`config.mk`:
```
export PLATFORM = sky130hd
export DESIGN_NAME = rsmst_ctrl
export DESIGN_NICKNAME = d
export VERILOG_FILES = /design/src/rtl/core/rsmst_pkg.sv /design/src/rtl/core/rsmst_ctrl.sv
export SDC_FILE = /design/constraint.sdc
export NUM_CORES = 1
export LEC_CHECK = 0
export ABC_AREA = 1
export BUFFER_PORTS_ARGS = -buffer_cell sky130_fd_sc_hd__buf_4
export CORE_AREA = 4 4 41 43
export CTS_CLUSTER_SIZE = 10
export DETAILED_ROUTE_END_ITERATION = 8
export DIE_AREA = 0 0 45 47
export PLACE_DENSITY = 0.6
export SYNTH_ARGS = -nofsm -noshare
export SYNTH_HDL_FRONTEND = slang
export SYNTH_SLANG_ARGS = --single-unit
```
`constraint.sdc`:
```
create_clock -name clock -period 2.3 [get_ports clock]
set_clock_uncertainty 0.2 [all_clocks]
set_input_delay 0.69 -clock clock [delete_from_list [all_inputs] [get_ports clock]]
set_output_delay 0.69 -clock clock [all_outputs]
set_load 0.05 [all_outputs]
```
`src/rtl/core/rsmst_pkg.sv`:
```
// Shared types, constants and the pair merge for the range second-minimum sparse table.
`default_nettype none

package rsmst_pkg;

   localparam int MAX_ELEMENTS_DEF = 1024;
   localparam int LEVELS_DEF       = 11;

   localparam int VAL_W  = 32;
   localparam int OP_W   = 2;
   localparam int QIDX_W = 10;
   localparam int LEN_W  = QIDX_W + 1;
   localparam int QLVL_W = 4;

   localparam logic [VAL_W-1:0] NO_SECOND = 32'h7FFF_FFFF;

   typedef enum logic [OP_W-1:0] {
      OP_APPEND = 2'd0,
      OP_QUERY  = 2'd1,
      OP_CLEAR  = 2'd2
   } op_type;

   typedef struct packed {
      logic [VAL_W-1:0] lo;
      logic [VAL_W-1:0] nx;
   } pair_type;

   typedef struct packed {
      logic load;
      logic clear;
      logic app_first;
      logic app_step;
      logic q_check;
      logic q_read;
      logic q_result;
   } cmd_type;

   typedef struct packed {
      logic full;
      logic more;
   } sts_type;

   function automatic pair_type merge_pairs(input pair_type a, input pair_type b);
      pair_type m;
      if ($signed(a.lo) < $signed(b.lo)) begin
         m.lo = a.lo;
         m.nx = ($signed(a.nx) < $signed(b.lo)) ? a.nx : b.lo;
      end else begin
         m.lo = b.lo;
         m.nx = ($signed(b.nx) < $signed(a.lo)) ? b.nx : a.lo;
      end
      return m;
   endfunction

endpackage

`default_nettype wire

```
`src/rtl/core/rsmst_ctrl.sv`:
```
// Controller state machine: sequences appends, clears and queries.
`default_nettype none

module rsmst_ctrl (
   input  wire logic                    clock,
   input  wire logic                    reset,
   input  wire logic                    req_valid,
   input  wire logic [rsmst_pkg::OP_W-1:0] req_op,
   output logic                         req_ready,
   output logic                         rsp_valid,
   input  wire logic                    rsp_ready,
   input  wire rsmst_pkg::sts_type      sts,
   output rsmst_pkg::cmd_type           cmd
);
   import rsmst_pkg::*;

   typedef enum logic [2:0] {
      ST_IDLE,
      ST_APP_FIRST,
      ST_APP_STEP,
      ST_Q_CHECK,
      ST_Q_READ,
      ST_Q_RES
   } state_type;

   state_type state_ff, state_in;
   logic      rsp_valid_ff, rsp_valid_in;
   logic      req_xfer;

   assign req_ready = (state_ff == ST_IDLE) && !reset;
   assign rsp_valid = rsp_valid_ff;
   assign req_xfer  = req_valid && req_ready;

   always_comb begin
      cmd          = '0;
      state_in     = state_ff;
      rsp_valid_in = rsp_valid_ff && !rsp_ready;
      case (state_ff)
         ST_IDLE: begin
            if (req_xfer) begin
               cmd.load = 1'b1;
               case (op_type'(req_op))
                  OP_APPEND: begin
                     if (!sts.full) state_in = ST_APP_FIRST;
                  end
                  OP_QUERY: state_in = ST_Q_CHECK;
                  OP_CLEAR: cmd.clear = 1'b1;
                  default: ;
               endcase
            end
         end
         ST_APP_FIRST: begin
            cmd.app_first = 1'b1;
            state_in      = sts.more ? ST_APP_STEP : ST_IDLE;
         end
         ST_APP_STEP: begin
            cmd.app_step = 1'b1;
            if (!sts.more) state_in = ST_IDLE;
         end
         ST_Q_CHECK: begin
            cmd.q_check = 1'b1;
            state_in    = ST_Q_READ;
         end
         ST_Q_READ: begin
            cmd.q_read = 1'b1;
            state_in   = ST_Q_RES;
         end
         ST_Q_RES: begin
            if (!rsp_valid_ff || rsp_ready) begin
               cmd.q_result = 1'b1;
               rsp_valid_in = 1'b1;
               state_in     = ST_IDLE;
            end
         end
         default: state_in = ST_IDLE;
      endcase
   end

   always_ff @(posedge clock) begin
      if (reset) begin
         state_ff     <= ST_IDLE;
         rsp_valid_ff <= 1'b0;
      end else begin
         state_ff     <= state_in;
         rsp_valid_ff <= rsp_valid_in;
      end
   end

endmodule

`default_nettype wire

```
==> flow_metrics.tcl <==
set metrics [dict create \
    arrival_ps 1340 \
    cts_tree "built" \
    slew_headroom 0.8485 \
    overflow 0 \
    crit_path_top_delay_cell "buf_6" \
    path_class "input pin to output pin" \
    port_buffers 16 \
    min_from "state_ff[2]" \
    synth-seq-cells 4 \
    tns_ps 0 \
    fmax_mhz 449.0 \
    antenna_found_initial 0 \
    power.density_mw_per_mm2 683.4 \
    core_area_mm2 0.001301 \
    whs_path_depth 2 \
    peakVddDrop_uv 243.9 \
    final.period_utilization 0.9684 \
    die_h_um 47 \
    clk_pin_slew_ps 40 \
    fin_crit_ps 2227 \
    dr.pass1.iters 4 \
    syn2layout_area_growth_pct 55.68 \
    post-cts-setup-buffers 0 \
    multi_input_area_um2 209.0 \
    cp-start-kind "input pin" \
    grt_pass1_vias 371 \
    yosysWarnings 0 \
    layout_common_cells "buf_4, inv_1, nand2_1" \
    yosysSeqAreaShare 0.2424 \
    h-tree-depth 1 \
    r2r_setup_slack_ps 980 \
    ant_nets 0 \
    critical_path.max_fanout 4 \
    syn_area_um2 330.3 \
    clock-sinks 4 \
    ys_types 17 \
    setup_viol 0 \
    dp_hpwl_um 683.4 \
    clk_path_buf_depth 2 \
    dieArea_mm2 0.002115 \
    grt_use_total 0.08768 \
    syn-num-nets 61 \
    rsz0062_at_grt "no" \
    final_common_cell "buf_4" \
    seqCellArea_um2 80.08 \
    slowest_delay_ps 170 \
    r2r-end "state_ff[1]" \
    dp_cells 85 \
    layout.nets 83 \
    fillers 147 \
    vias 386 \
    status "complete, no violations" \
    p_leak_nw 0.2738 \
    clkLatencyLatePin_ps 230 \
    drv_cap 0 \
    grt_max_degree 7 \
    wl_per_cell_um 9.182 \
    cts-buffers-inserted 3 \
    die_w_um 45 \
    pin_count 17 \
    hold_end "rsp_valid" \
    path_cells "buf_4 > inv_1 > nand4_4 > nor3_4 > buf_6" \
    regToRegStartpoint "state_ff[0]" \
    grt_pass1_wl_mm 1.331 \
    remaining_drc_errors 0 \
    syn_avg_cell_area_um2 6.232 \
    initialDrtViolationCount 10 \
    drive_gt1_frac 0.4247 \
    r2r_cells 6 \
    vias_per_cell 4.386 \
    slew_violations 0 \
    diodes 0 \
    instances_no_fill 88 \
    hold_violations 0 \
    wl_um 808 \
    initial_core_util 0.2538 \
    rows 13 \
    cts-root-buf "clkbuf_4" \
    cp-end-kind "output pin" \
    critPathRequiredTime_ps 1410 \
    worstMarginPinSlew_ps 227.0 \
    syn_inst 53 \
    gp_congestion 0.7867 \
    hp-class "flip-flop to flip-flop" \
]
-- registers in the layout (all words and copies together) (netlist names) --
| register | cells |
|---|---|
| rsp_valid | 1 |
| state_ff | 3 |
-- worst max path at each step --
stage	start	endpoint	slack [ps]	cells past startpoint
detailed placement	reset	cmd[5]	40	5
CTS	reset	cmd[5]	40	5
floorplan	rsp_ready	cmd[0]	20	2
global placement	reset	cmd[5]	40	5
global route	reset	cmd[5]	20	5
finish	reset	cmd[5]	70	5
-- final cells by class --
class                   count  share of cell area
multi-input cells          35              0.4063
repair buffers             17              0.2555
flip-flops and latches      4              0.1557
inverters                  14              0.1022
clock buffers               3             0.04380
well taps                  15             0.03650
-- what timing repair did --
item | CTS | global route
hold buffers | 0 | 0
endpoints found under the setup margin | 0 | 1
resized for setup | 0 | 1
-- cells in the mapped netlist --
| master | number | area share |
|---|---|---|
| o21a_1 | 1 | 0.023 |
| nand2_2 | 1 | 0.019 |
| nor2_4 | 1 | 0.034 |
| dfxtp_1 | 4 | 0.24 |
| a21oi_1 | 2 | 0.030 |
| nand4_4 | 1 | 0.064 |
| nand3_1 | 4 | 0.061 |
| nand4_1 | 1 | 0.019 |
| inv_1 | 11 | 0.13 |
| nand2_1 | 9 | 0.10 |
| o21bai_2 | 1 | 0.034 |
| nor2_2 | 1 | 0.019 |
| nand3_2 | 1 | 0.030 |
| inv_2 | 3 | 0.034 |
| nor2_1 | 8 | 0.091 |
| a21oi_2 | 1 | 0.027 |
| nor3_1 | 3 | 0.045 |
-- layer usage --
metal	part of all wire	global-route usage
met1	0.44	0.09773
met5	0	0
met4	0	0.03509
met3	0.094	0.04981
met2	0.47	0.1384
-- kinds of logic after synthesis --
| family | after synthesis | synth area share |
|---|---|---|
| and+or+nand+nor | 30 | 0.4849 |
| buffers and inverters | 14 | 0.1591 |
| AOI/OAI and AO/OA | 5 | 0.1136 |
| DFF | 4 | 0.2424 |
-- power breakdown --
group | leakage (nW) | internal [W] | switching (W) | total (W)
Sequential | 0.0324 | 0.0000768 | 0.0000112 | 0.0000880
Clock | 0.0138 | 0.0000581 | 0.0000256 | 0.0000837
Combinational | 0.228 | 0.0000643 | 0.000115 | 0.000180
-- critical path, delay by kind of cell --
family                 cells  cell delay (ps)
AND/OR/NAND/NOR            2              280
buffers and inverters      3              360
-- metrics by stage --
step / setup WS [ps] / total power (W) / utilization / cell area (µm²) / hold slack, ps
after floorplan: 22.82 / 0.0002192 / - / 341.6 / 298.0
after global placement: 42.06 / 0.0002693 / 0.3750 / 488.0 / 319.0
after detailed placement: 41.81 / 0.0002695 / 0.3750 / 488.0 / 322.6
after CTS: 41.48 / 0.0003572 / 0.3923 / 510.5 / 328.2
after global routing: 19.31 / 0.0003791 / 0.3952 / 514.2 / 357.6
final: 72.69 / 0.0003514 / 0.3952 / 514.2 / 324.3
Note: power is estimated with default switching activity, not from simulation.
